===== src/rtl/core/pclr_pkg.sv =====
// Shared types, constants and codes of the packed cell line resampler.
`timescale 1ns / 1ps

package pclr_pkg;

  // Line store geometry.
  localparam int LINE_BYTES    = 1024;
  localparam int BYTE_W        = 8;
  localparam int ADDR_W        = $clog2(LINE_BYTES);
  localparam int LINE_BITS_W   = ADDR_W + 3;

  // Cell and register field widths.
  localparam int MAX_CELL_BITS = 32;
  localparam int CELL_BITS_W   = 6;
  localparam int BIT_CNT_W     = $clog2(MAX_CELL_BITS);
  localparam int START_W       = 13;
  localparam int WIDTH_W       = 14;
  localparam int LEN_W         = 11;
  localparam int CELL_POS_W    = WIDTH_W + 1;
  localparam int PROD_W        = CELL_POS_W + CELL_BITS_W;

  // Channel and configuration port widths.
  localparam int OP_W          = 2;
  localparam int STATUS_W      = 2;
  localparam int CFG_INDEX_W   = 3;
  localparam int CFG_DATA_W    = WIDTH_W;

  // Register indexes of the configuration port.
  typedef enum logic [CFG_INDEX_W-1:0] {
    REG_CELL_BITS,
    REG_SRC_START,
    REG_SRC_WIDTH,
    REG_DST_START,
    REG_DST_WIDTH,
    REG_SRC_LEN,
    REG_DST_LEN
  } reg_index_t;

  // Operation codes of an input transaction.
  typedef enum logic [OP_W-1:0] {
    OP_LOAD_SRC,
    OP_LOAD_DST,
    OP_RUN,
    OP_READ_DST
  } op_t;

  // Status codes of a result transaction.
  typedef enum logic [STATUS_W-1:0] {
    STATUS_OK,
    STATUS_SRC_RANGE,
    STATUS_DST_RANGE
  } status_t;

  // Sequencer states.
  typedef enum logic [3:0] {
    ST_IDLE,
    ST_READ,
    ST_MUL_SRC,
    ST_CMP_SRC,
    ST_MUL_DST,
    ST_CMP_DST,
    ST_DIV,
    ST_CELL,
    ST_BIT_RD,
    ST_BIT_WR
  } state_t;

  // One result item as held in the output stages.
  typedef struct packed {
    logic [BYTE_W-1:0] read_data;
    status_t           status;
  } result_t;

  // Answer of the serial divider.
  typedef struct packed {
    logic               done;
    logic [WIDTH_W-1:0] quotient;
    logic [WIDTH_W-1:0] remainder;
  } div_res_t;

endpackage


===== src/rtl/core/pclr_div.sv =====
// Bit-serial restoring divider that produces the source step per destination cell.
`timescale 1ns / 1ps

module pclr_div (
  input  logic                              clk,
  input  logic                              rst,
  input  logic                              start,
  input  logic [pclr_pkg::WIDTH_W-1:0]      dividend,
  input  logic [pclr_pkg::WIDTH_W-1:0]      divisor,
  output pclr_pkg::div_res_t                res
);
  import pclr_pkg::*;

  localparam int CNT_W = $clog2(WIDTH_W);
  localparam logic [CNT_W-1:0] DIV_LAST = CNT_W'(WIDTH_W - 1);

  logic               busy;
  logic               done;
  logic [CNT_W-1:0]   cnt;
  logic [WIDTH_W-1:0] num;
  logic [WIDTH_W-1:0] rem;
  logic [WIDTH_W-1:0] dsor;
  logic [WIDTH_W:0]   trial;
  logic [WIDTH_W:0]   diff;
  logic               ge;

  // One quotient bit per cycle: shift in the next dividend bit and try a subtract.
  assign trial = {rem, num[WIDTH_W-1]};
  assign diff  = trial - {1'b0, dsor};
  assign ge    = trial >= {1'b0, dsor};

  // Iteration control.
  always_ff @(posedge clk) begin
    if (rst) begin
      busy <= 1'b0;
      done <= 1'b0;
      cnt  <= '0;
    end else begin
      done <= 1'b0;
      if (start) begin
        busy <= 1'b1;
        cnt  <= '0;
      end else if (busy) begin
        cnt <= cnt + 1'b1;
        if (cnt == DIV_LAST) begin
          busy <= 1'b0;
          done <= 1'b1;
        end
      end
    end
  end

  // Partial remainder and quotient shift register.
  always_ff @(posedge clk) begin
    if (start) begin
      num  <= dividend;
      rem  <= '0;
      dsor <= divisor;
    end else if (busy) begin
      rem <= ge ? diff[WIDTH_W-1:0] : trial[WIDTH_W-1:0];
      num <= {num[WIDTH_W-2:0], ge};
    end
  end

  assign res.done      = done;
  assign res.quotient  = num;
  assign res.remainder = rem;

endmodule


===== config.mk =====
export PLATFORM = sky130hd
export DESIGN_NAME = pclr_div
export DESIGN_NICKNAME = d
export VERILOG_FILES = /design/src/rtl/core/pclr_pkg.sv /design/src/rtl/core/pclr_div.sv
export SDC_FILE = /design/constraint.sdc
export NUM_CORES = 1
export LEC_CHECK = 0
export BUFFER_PORTS_ARGS = -buffer_cell sky130_fd_sc_hd__buf_4
export CORE_MARGIN = 3
export CORE_UTILIZATION = 40
export DETAILED_ROUTE_END_ITERATION = 6
export PLACE_DENSITY = 0.61
export SYNTH_ARGS = -nofsm -noshare
export SYNTH_HDL_FRONTEND = slang
export SYNTH_SLANG_ARGS = --single-unit

===== constraint.sdc =====
create_clock -name clk -period 3.26 [get_ports clk]
set_input_delay 0.326 -clock clk [delete_from_list [all_inputs] [get_ports clk]]
set_output_delay 0.326 -clock clk [all_outputs]
set_load 0.02 [all_outputs]

== Yosys cells after proc, flatten, opt, wreduce, memory -nomap -nowiden ==
Cells that the tools add are included.

* Bits in registers: 48
* Output and inout bits: 29
* Input bits: 31

* Magnitude comparators: 1
* Reductions and logical operators: 3
* Equal/unequal tests: 1
* Muxes and demuxes: 7
* Add/sub/neg operators: 2
* Bitwise gates (word level): 1

{| class="wikitable"
|+ Operator list
! operator !! count
|-
| $mux W14 || 3
|-
| $ge A15 B14 Y1 || 1
|-
| $sub A14 B14 Y14 || 1
|-
| $add A4 B1 Y4 const B || 1
|-
| $eq A4 B4 Y1 const B || 1
|-
| $mux W1 || 4
|-
| $reduce_or A3 Y1 || 1
|-
| $reduce_bool A2 Y1 || 1
|-
| $reduce_or A2 Y1 || 1
|-
| $not A1 Y1 || 1
|}

== Logic depth before layout (Yosys ltp) ==
Gate-level depths: netlist (run 1).

* Word-level depth: 4
* Gate-level depth with buffers: 11
* Gate-level depth less buffers: 11

== Worst setup path after synthesis (run 1) ==
Ideal clock, no wire load.

* Kind: register -> register
* Start: reg rem[2]
* End: reg num[0] (data pin)
* Arrival time: 2.186 ns
* Stages on the path, launching flop included: 9
* Period minus slack after synthesis: 2.445 ns
* Path buffers: 1
* Path slack: 0.815 ns
* Cells stage by stage: dfxtp_1 -> ha_1 -> a21o_1 -> a21oi_2 -> a21oi_2 -> o32a_4 -> a21o_1 -> buf_6 -> mux2_2

* Longest elaborated chain between the ends: 3

{| class="wikitable"
|+ RTL lines
! what !! line !! source
|-
| from (decl) || pclr_div.sv:21 || <nowiki>logic [WIDTH_W-1:0] rem;</nowiki>
|-
| from (signal assigned) || pclr_div.sv:60 || <nowiki>rem <= ge ? diff[WIDTH_W-1:0] : trial[WIDTH_W-1:0];</nowiki>
|-
| $ge A15 B14 Y1 || pclr_div.sv:30 || <nowiki>assign ge = trial >= {1'b0, dsor};</nowiki>
|-
| $mux W14 || pclr_div.sv:59 || <nowiki>end else if (busy) begin</nowiki>
|-
| $mux W14 || pclr_div.sv:55 || <nowiki>if (start) begin</nowiki>
|-
| to (signal assigned) || pclr_div.sv:56 || <nowiki>num <= dividend;</nowiki>
|-
| to (signal assigned) || pclr_div.sv:61 || <nowiki>num <= {num[WIDTH_W-2:0], ge};</nowiki>
|-
| to (decl) || pclr_div.sv:20 || <nowiki>logic [WIDTH_W-1:0] num;</nowiki>
|}

Every way passes these cells. The select of a mux whose other input is x is not followed.
A chain may end at the register's enable or synchronous reset.

== Worst setup path in the final report (run 1) ==
* Start: reg num[13]
* End: reg rem[10]

* Longest elaborated chain between the ends: 2

{| class="wikitable"
|+ RTL lines
! what !! line
|-
| $sub A14 B14 Y14 / $ge A15 B14 Y1 (equally long branches) || pclr_div.sv:29, pclr_div.sv:30
|-
| $mux W14 (*) || pclr_div.sv:60
|}

Mark *: on every way between the ends. The rest lies on a longest branch, timed or not.

==> report_table.html, run 1 <==
<table>
<tr><th>Metric</th><th>Value</th></tr>
<tr><th colspan="2">Power and ir drop</th></tr>
<tr><td>Max VDD drop</td><td>between 0.0002 and 0.0003 V</td></tr>
<tr><td>Power density cells</td><td>492 nW/um2</td></tr>
<tr><td>Total leakage power</td><td>0.00140 uW</td></tr>
<tr><td>Overall power of the completed layout</td><td>approximately 1600 uW</td></tr>
<tr><th colspan="2">STA</th></tr>
<tr><td>Pin slew with the least headroom to its limit</td><td>0.583 ns</td></tr>
<tr><td>Setup repair after global routing missed its margin</td><td>false</td></tr>
<tr><td>Worst Slack Setup Final</td><td>0.722 ns</td></tr>
<tr><td>Total Negative Setup Slacks</td><td>0 ns</td></tr>
<tr><td>Period utilisation layout</td><td>77.9%</td></tr>
<tr><td>Fin crit period</td><td>2.54 ns</td></tr>
<tr><td>Final Slew Violations</td><td>0</td></tr>
<tr><td>Final clock skew</td><td>around 0.012 ns</td></tr>
<tr><td>Hold violation count in the final report</td><td>0</td></tr>
<tr><td>Slew headroom</td><td>between 60% and 70%</td></tr>
<tr><td>Highest clock rate</td><td>about 400 MHz</td></tr>
<tr><td>Setup Viol. Count Final</td><td>0</td></tr>
<tr><th colspan="2">Logic synthesis</th></tr>
<tr><td>Synthesized area divided by synthesized cell count</td><td>roughly 11 um2</td></tr>
<tr><td>Synthesized instance count</td><td>about 250</td></tr>
<tr><td>Post-synth cell types</td><td>between 50 and 60</td></tr>
<tr><td>Synthesis Warnings</td><td>0</td></tr>
<tr><td>Syn nets</td><td>296</td></tr>
<tr><td>Count of state elements after synthesis</td><td>48</td></tr>
<tr><td>Post-synthesis sequential area ratio</td><td>a little under half</td></tr>
<tr><td>Fraction of registers with async set/reset</td><td>0%</td></tr>
<tr><td>Number of flops mapped to enable cells by yosys</td><td>28</td></tr>
<tr><td>Post-Synthesis Cell Area</td><td>2640 um2</td></tr>
<tr><td>Flip-flop cell with the highest count after synthesis</td><td>edfxtp_1</td></tr>
<tr><th colspan="2">Setup path</th></tr>
<tr><td>Reg-to-reg critical path endpoint</td><td>rem[10]</td></tr>
<tr><td>Critical path start-end classification</td><td>flop to flop</td></tr>
<tr><td>Worst Path Arrival</td><td>between 2 and 3 ns</td></tr>
<tr><td>Worst path depth</td><td>11</td></tr>
<tr><td>CP endpoint</td><td>rem[10]</td></tr>
<tr><td>Buf/Inv on CP</td><td>2</td></tr>
<tr><td>Crit-path leading delay family</td><td>compound AO/OA/AOI/OAI gates</td></tr>
<tr><td>Startpoint type of the worst setup path</td><td>flop</td></tr>
<tr><td>Origin of the critical flop-to-flop path</td><td>num[13]</td></tr>
<tr><td>Standard cell with the maximum stage delay on the critical path</td><td>edfxtp_1</td></tr>
<tr><td>Origin of the worst setup path</td><td>num[13]</td></tr>
<tr><td>Worst setup slack for register-to-register paths</td><td>between 0.7 and 0.8 ns</td></tr>
<tr><td>Required @ worst endpoint</td><td>between 3 and 4 ns</td></tr>
<tr><td>Worst setup EP type</td><td>flop</td></tr>
<tr><td>Largest fanout of any net on the critical path</td><td>3</td></tr>
<tr><td>Worst path cell trace</td><td>inv_1 -&gt; ha_1 -&gt; inv_1 -&gt; fa_1 -&gt; a21oi_1 -&gt; o211ai_1 -&gt; a31o_2 -&gt; a21oi_1 -&gt; xnor2_1 -&gt; mux2i_1 -&gt; a211oi_1</td></tr>
<tr><td>Depth of the worst register-to-register path</td><td>11</td></tr>
<tr><td>Largest incremental delay on the critical path</td><td>roughly 0.42 ns</td></tr>
<tr><th colspan="2">Layout</th></tr>
<tr><td>Filler instances</td><td>around 550</td></tr>
<tr><td>Number of nets at the end of the flow</td><td>~360</td></tr>
<tr><td>Fraction of the core area covered by cells at the end of the flow</td><td>52.8%</td></tr>
<tr><td>Area Growth Syn to Fin</td><td>23.3%</td></tr>
<tr><td>Most common cell after layout, fill and taps aside</td><td>buf_4</td></tr>
<tr><td>N_diodes</td><td>0</td></tr>
<tr><td>Final design instance area without fill</td><td>around 3300 um2</td></tr>
<tr><td>Flip-flop and latch area</td><td>about 1200 um2</td></tr>
<tr><td>Fraction of final layout cells with drive strength greater than 1</td><td>30.0%</td></tr>
<tr><td>Most used cells in the layout excluding fill and tap cells</td><td>buf_4, edfxtp_1, inv_1</td></tr>
<tr><td>Area taken by multi-input logic gates</td><td>about 1300 um2</td></tr>
<tr><th colspan="2">Global route</th></tr>
<tr><td>Vias in the first global route</td><td>~2,000</td></tr>
<tr><td>Total GRT Usage</td><td>about 15%</td></tr>
<tr><td>First-pass GRT wire length</td><td>between 9 and 10 mm</td></tr>
<tr><td>Largest net degree at the start of global routing</td><td>27</td></tr>
<tr><td>Remaining Overflow, GRT</td><td>0</td></tr>
<tr><td>Number of antenna violations at the first check in global routing</td><td>0</td></tr>
<tr><th colspan="2">Worst hold path</th></tr>
<tr><td>Hold Path Stages</td><td>2</td></tr>
<tr><td>Class of the tightest hold or removal check</td><td>input pin to flop</td></tr>
<tr><th colspan="2">Floorplan</th></tr>
<tr><td>Starting utilization of the core area</td><td>between 40% and 50%</td></tr>
<tr><td>Row Count</td><td>28</td></tr>
<tr><td>Area of the die</td><td>approximately 7600 um2</td></tr>
<tr><td>Core Region</td><td>6170 um2</td></tr>
<tr><td>Count of pins on the block boundary</td><td>60</td></tr>
<tr><td>Die outline width</td><td>87.2 um</td></tr>
<tr><td>Die outline height</td><td>between 80 and 90 um</td></tr>
<tr><th colspan="2">Clock tree</th></tr>
<tr><td>Number of buffers added for setup after CTS</td><td>0</td></tr>
<tr><td>Num Clock Sinks</td><td>48</td></tr>
<tr><td>Maximum buffer depth of the clock tree</td><td>2</td></tr>
<tr><td>Cell at the root of the clock tree</td><td>clkbuf_8</td></tr>
<tr><td>Clock input transition at the sequential cells of the worst setup and hold paths</td><td>0.10 ns</td></tr>
<tr><td>Cells resized by post-CTS repair</td><td>0</td></tr>
<tr><td>Count of hold buffers inserted by post-cts repair</td><td>0</td></tr>
<tr><td>Total clock buffers created by CTS</td><td>5</td></tr>
<tr><td>Number of levels the H-tree was split into</td><td>2</td></tr>
<tr><td>Clock tree from TritonCTS</td><td>done</td></tr>
<tr><td>Worst skew pair latency</td><td>about 0.31 ns</td></tr>
<tr><th colspan="2">Run status</th></tr>
<tr><td>Result of the run</td><td>complete, no violations</td></tr>
<tr><th colspan="2">Drt</th></tr>
<tr><td>Detailed Route WL</td><td>about 5.6 mm</td></tr>
<tr><td>Antenna Violating Nets Remaining</td><td>0</td></tr>
<tr><td>Iter 0 DRT Violations</td><td>100</td></tr>
<tr><td>Final routed wire length divided by cell count</td><td>roughly 15 um</td></tr>
<tr><td>Vias per inst</td><td>~5.3</td></tr>
<tr><td>DR pass1 iterations</td><td>4</td></tr>
<tr><td>Number of vias in the routed layout</td><td>around 2,000</td></tr>
<tr><td>Count of unresolved DRC violations after routing</td><td>0</td></tr>
<tr><th colspan="2">Place</th></tr>
<tr><td>Number of port buffers</td><td>a little under 60</td></tr>
<tr><td>Placed Area</td><td>~3100 um2</td></tr>
<tr><td>Final RePlAce weighted congestion</td><td>~0.80</td></tr>
<tr><td>Pre-CTS WS</td><td>0.734 ns</td></tr>
<tr><td>Detailed-placement wirelength estimate</td><td>around 4.1 mm</td></tr>
<tr><th colspan="2">Flow run</th></tr>
<tr><td>Max-cap viol count</td><td>0</td></tr>
</table>
flip-flops by register name (all words and copies together), names as in the netlist:
| register | cells |
|---|---|
| busy | 1 |
| num | 14 |
| rem | 14 |
| dsor | 14 |
| done | 1 |
| cnt | 4 |
layout make-up:
class	instances	share of cell area (%)
flip-flops and latches	48	38.2
well taps	75	2.88
repair buffers	61	14.1
clock buffers	5	2.12
clock inverters	3	1.31
inverters	25	2.88
multi-input cells	165	38.6
worst register-to-register path, cell delays in order (launching register included):
cell and delay [ns]:
edfxtp_1 0.42, inv_1 0.13, ha_1 0.16, inv_1 0.05, fa_1 0.39, a21oi_1 0.26, o211ai_1 0.16, a31o_2 0.27
a21oi_1 0.17, xnor2_1 0.13, mux2i_1 0.09, a211oi_1 0.22
worst min path at each step:
stage / end / startpoint
after floorplan: busy / rst
after global placement: busy / rst
after detailed placement: busy / rst
after CTS: busy / rst
after global routing: busy / rst
final: busy / rst
layer usage:
metal,GRT usage (%),wire length [um],vias to the layer above
met5,0,0,-
met4,5.02,65,0
li1,-,-,1011
met1,19.7,2510,932
met3,3.69,414,7
met2,25.4,2620,59
cells in the mapped netlist, types with 5 or more instances:
| library cell | number | area (um2) |
|---|---|---|
| inv_1 | 25 | 93.8 |
| mux2_2 | 14 | 158 |
| nand2_1 | 23 | 86.3 |
| dfxtp_1 | 20 | 400 |
| ha_1 | 17 | 213 |
| clkbuf_1 | 5 | 18.8 |
| a21oi_1 | 9 | 45.0 |
| xnor2_1 | 6 | 52.6 |
| o21ai_0 | 6 | 30.0 |
| a311oi_1 | 8 | 70.1 |
| a21o_1 | 6 | 45.0 |
| edfxtp_1 | 28 | 841 |
| nor2_1 | 19 | 71.3 |
cells by family after synthesis:
group | share of synthesized area, %
buffers and inverters | 5.41
xor gates and xnor gates | 3.32
and+or+nand+nor | 11.2
AOI/OAI and AO/OA | 16.5
DFF | 47.0
adders and majority gates | 8.82
muxes | 7.68
power by group:
| group | internal (uW) | switching (uW) |
|---|---|---|
| Clock | 227 | 204 |
| Sequential | 699 | 32.5 |
| Combinational | 198 | 242 |
| Total | 1120 | 478 |
through the flow:
step	hold slack (ns)	std cells
2_1_floorplan	0.398	247
3_3_place_gp	0.493	374
3_5_place_dp	0.497	374
4_1_cts	0.163	382
5_1_grt	0.154	382
6_report	0.165	382
No activity file was read; power rests on OpenSTA's default activity.
==> run 2: changes to the inputs <==
--- a/config.mk
+++ b/config.mk
@@ -9,7 +9,7 @@
 export CORE_MARGIN = 3
 export CORE_UTILIZATION = 40
 export DETAILED_ROUTE_END_ITERATION = 6
-export PLACE_DENSITY = 0.61
+export PLACE_DENSITY = 0.63
 export SYNTH_ARGS = -nofsm -noshare
 export SYNTH_HDL_FRONTEND = slang
 export SYNTH_SLANG_ARGS = --single-unit
==> constraint.sdc (replaced) <==
create_clock -name clk -period 2.2 [get_ports clk]
set_input_delay 0.22 -clock clk [delete_from_list [all_inputs] [get_ports clk]]
set_output_delay 0.22 -clock clk [all_outputs]
set_load 0.02 [all_outputs]
==> run 2 against run 1 <==
The flow now finishes with violations (setup timing). Power grew 64%. Maximum frequency grew 8.8%. Die area unchanged. Sequential share of layout area fell by 5.4 points. Worst hold slack worse by 0.10 ns. Final cell count rose by 12%. Sequential power rose by 48%. Critical path type unchanged. Highest routed layer unchanged.
==> report_table.html, run 2 (synthesis results as in run 1) <==
<table>
<tr><th>Metric</th><th>Value</th></tr>
<tr><th colspan="2">Setup path</th></tr>
<tr><td>Critical path start-end classification</td><td>flop to flop</td></tr>
<tr><td>Buf/Inv on CP</td><td>3</td></tr>
<tr><td>Startpoint type of the worst setup path</td><td>flop</td></tr>
<tr><td>Worst path cell trace</td><td>inv_2 -&gt; ha_4 -&gt; a21o_1 -&gt; a21oi_2 -&gt; a21oi_2 -&gt; o32a_4 -&gt; a21oi_4 -&gt; buf_6 -&gt; buf_6 -&gt; nand2_1 -&gt; a311oi_1</td></tr>
<tr><td>Crit-path leading delay family</td><td>compound AO/OA/AOI/OAI gates</td></tr>
<tr><td>Worst Path Arrival</td><td>about 2.5 ns</td></tr>
<tr><td>Required @ worst endpoint</td><td>around 2.4 ns</td></tr>
<tr><td>Largest fanout of any net on the critical path</td><td>4</td></tr>
<tr><td>Worst setup EP type</td><td>flop</td></tr>
<tr><td>Largest incremental delay on the critical path</td><td>0.39 ns</td></tr>
<tr><td>Standard cell with the maximum stage delay on the critical path</td><td>edfxtp_1</td></tr>
<tr><th colspan="2">Global route</th></tr>
<tr><td>Remaining Overflow, GRT</td><td>0</td></tr>
<tr><td>First-pass GRT wire length</td><td>about 11 mm</td></tr>
<tr><td>Number of antenna violations at the first check in global routing</td><td>0</td></tr>
<tr><td>Vias in the first global route</td><td>2,383</td></tr>
<tr><td>Total GRT Usage</td><td>between 10% and 20%</td></tr>
<tr><td>Largest net degree at the start of global routing</td><td>26</td></tr>
<tr><th colspan="2">STA</th></tr>
<tr><td>Pin slew with the least headroom to its limit</td><td>0.611 ns</td></tr>
<tr><td>Fin crit period</td><td>2.33 ns</td></tr>
<tr><td>Setup Viol. Count Final</td><td>15</td></tr>
<tr><td>Final clock skew</td><td>~0.0099 ns</td></tr>
<tr><td>Slew headroom</td><td>about three fifths</td></tr>
<tr><td>Worst Slack Setup Final</td><td>-0.134 ns</td></tr>
<tr><td>Final Slew Violations</td><td>0</td></tr>
<tr><td>Hold violation count in the final report</td><td>0</td></tr>
<tr><td>Period utilisation layout</td><td>106%</td></tr>
<tr><td>Setup repair after global routing missed its margin</td><td>true</td></tr>
<tr><td>Highest clock rate</td><td>around 430 MHz</td></tr>
<tr><th colspan="2">Run status</th></tr>
<tr><td>Result of the run</td><td>complete, but fails checks</td></tr>
<tr><td>Failing checks</td><td>setup timing</td></tr>
<tr><th colspan="2">Layout</th></tr>
<tr><td>N_diodes</td><td>0</td></tr>
<tr><td>Fraction of final layout cells with drive strength greater than 1</td><td>between 40% and 50%</td></tr>
<tr><td>Most common cell after layout, fill and taps aside</td><td>buf_4</td></tr>
<tr><td>Regs by FF count</td><td>dsor (14), num (14), rem (14)</td></tr>
<tr><td>Fraction of the core area covered by cells at the end of the flow</td><td>~62%</td></tr>
<tr><td>Most used cells in the layout excluding fill and tap cells</td><td>buf_4, edfxtp_1, inv_1</td></tr>
<tr><td>Filler instances</td><td>~520</td></tr>
<tr><td>Number of nets at the end of the flow</td><td>around 400</td></tr>
<tr><td>Area Growth Syn to Fin</td><td>45.0%</td></tr>
<tr><th colspan="2">Floorplan</th></tr>
<tr><td>Row Count</td><td>28</td></tr>
<tr><td>Area of the die</td><td>~7600 um2</td></tr>
<tr><td>Core Region</td><td>about 6200 um2</td></tr>
<tr><td>Die outline height</td><td>between 80 and 90 um</td></tr>
<tr><td>Count of pins on the block boundary</td><td>60</td></tr>
<tr><td>Starting utilization of the core area</td><td>between 40% and 50%</td></tr>
<tr><td>Die outline width</td><td>87.2 um</td></tr>
<tr><th colspan="2">Clock tree</th></tr>
<tr><td>Total clock buffers created by CTS</td><td>5</td></tr>
<tr><td>Clock input transition at the sequential cells of the worst setup and hold paths</td><td>0.10 ns</td></tr>
<tr><td>Worst skew pair latency</td><td>between 0.3 and 0.4 ns</td></tr>
<tr><td>Cell at the root of the clock tree</td><td>clkbuf_8</td></tr>
<tr><td>Num Clock Sinks</td><td>48</td></tr>
<tr><td>Maximum buffer depth of the clock tree</td><td>2</td></tr>
<tr><td>Number of levels the H-tree was split into</td><td>2</td></tr>
<tr><td>Count of hold buffers inserted by post-cts repair</td><td>0</td></tr>
<tr><td>Clock tree from TritonCTS</td><td>done</td></tr>
<tr><th colspan="2">Place</th></tr>
<tr><td>Pre-CTS WS</td><td>-0.192 ns</td></tr>
<tr><td>Final RePlAce weighted congestion</td><td>0.797</td></tr>
<tr><td>Number of port buffers</td><td>59</td></tr>
<tr><td>Detailed-placement wirelength estimate</td><td>roughly 4.8 mm</td></tr>
<tr><th colspan="2">Drt</th></tr>
<tr><td>Antenna Violating Nets Remaining</td><td>0</td></tr>
<tr><td>DR pass1 iterations</td><td>4</td></tr>
<tr><td>Count of unresolved DRC violations after routing</td><td>0</td></tr>
<tr><td>Final routed wire length divided by cell count</td><td>between 10 and 15 um</td></tr>
<tr><td>Vias per inst</td><td>between 5 and 6</td></tr>
<tr><td>Detailed Route WL</td><td>approximately 6.4 mm</td></tr>
<tr><td>Number of vias in the routed layout</td><td>2,225</td></tr>
<tr><td>Iter 0 DRT Violations</td><td>64</td></tr>
<tr><th colspan="2">Power and ir drop</th></tr>
<tr><td>Total leakage power</td><td>0.00167 uW</td></tr>
<tr><td>Max VDD drop</td><td>~0.00039 V</td></tr>
<tr><td>Power density cells</td><td>roughly 700 nW/um2</td></tr>
<tr><th colspan="2">Worst hold path</th></tr>
<tr><td>Class of the tightest hold or removal check</td><td>input pin to flop</td></tr>
<tr><th colspan="2">Flow run</th></tr>
<tr><td>Max-cap viol count</td><td>0</td></tr>
</table>
-- run 2: cell count changes in the layout (fill, tap and decap cells not counted), sizes merged --
cell | previous run | this run
clkinv | 1 | 0
clkbuf | 5 | 6
bufinv | 1 | 0
a21o | 6 | 7
buf | 61 | 107
inv | 25 | 26
-- run 2: repair_timing --
action                     4_1_cts  5_1_grt
gates resized for setup         23        8
setup endpoints to repair       15       15
buffers inserted                 5        0
pin swaps                       17        8
gates cloned                     0        1
-- run 2: final timing paths --
check             startpoint     end  slack [ns]  cells after the start
setup reg to reg     dsor[3]  rem[6]       -0.13                     11
setup / recovery     dsor[3]  rem[6]       -0.13                     11
hold reg to reg       cnt[3]    done        0.52                      2
hold / removal           rst    busy        0.06                      2
-- run 2: layout make-up --
| type | count | area [um2] | area share [%] |
|---|---|---|---|
| Clock inverter | 2 | 16.3 | 0.425 |
| Tap cell | 75 | 93.8 | 2.45 |
| Timing Repair Buffer | 107 | 846 | 22.1 |
| Inverter | 25 | 93.8 | 2.45 |
| Sequential cell | 48 | 1250 | 32.8 |
| Clock buffer | 6 | 93.8 | 2.45 |
| Multi-Input combinational cell | 166 | 1430 | 37.3 |
-- run 2: worst register-to-register path, delay by kind of cell (launching register included) --
kind	cells	cell delay (ns)
compound gates	6	1.25
fa+ha+maj	1	0.22
buf+inv	3	0.31
flops	1	0.39
simple gates	1	0.05
-- run 2: layer usage --
layer / wire length (um) / track usage [%] / part of all wire [%]
met1: 2700 / 21.5 / 42
met2: 3370 / 33.0 / 53
met3: 268 / 3.12 / 4.2
met4: 70 / 4.32 / 1.1
met5: 0 / 0 / 0
-- run 2: power by group --
group	internal, uW	switching [uW]
Clock	297	319
Combinational	486	446
Sequential	1040	44.0
-- run 2: metrics by stage --
stage | instances | TNS [ns] | hold WS, ns | total power (uW) | cell area, um2
finish | 429 | -1.21 | 0.0641 | 2630 | 3820
global placement | 415 | -1.29 | 0.392 | 1900 | 3510
CTS | 428 | -1.08 | 0.0583 | 2620 | 3770
detailed placement | 415 | -1.82 | 0.392 | 1920 | 3510
floorplan | 247 | -0.0133 | 0.292 | 1570 | 2700
global route | 429 | -2.86 | 0.0633 | 2780 | 3820
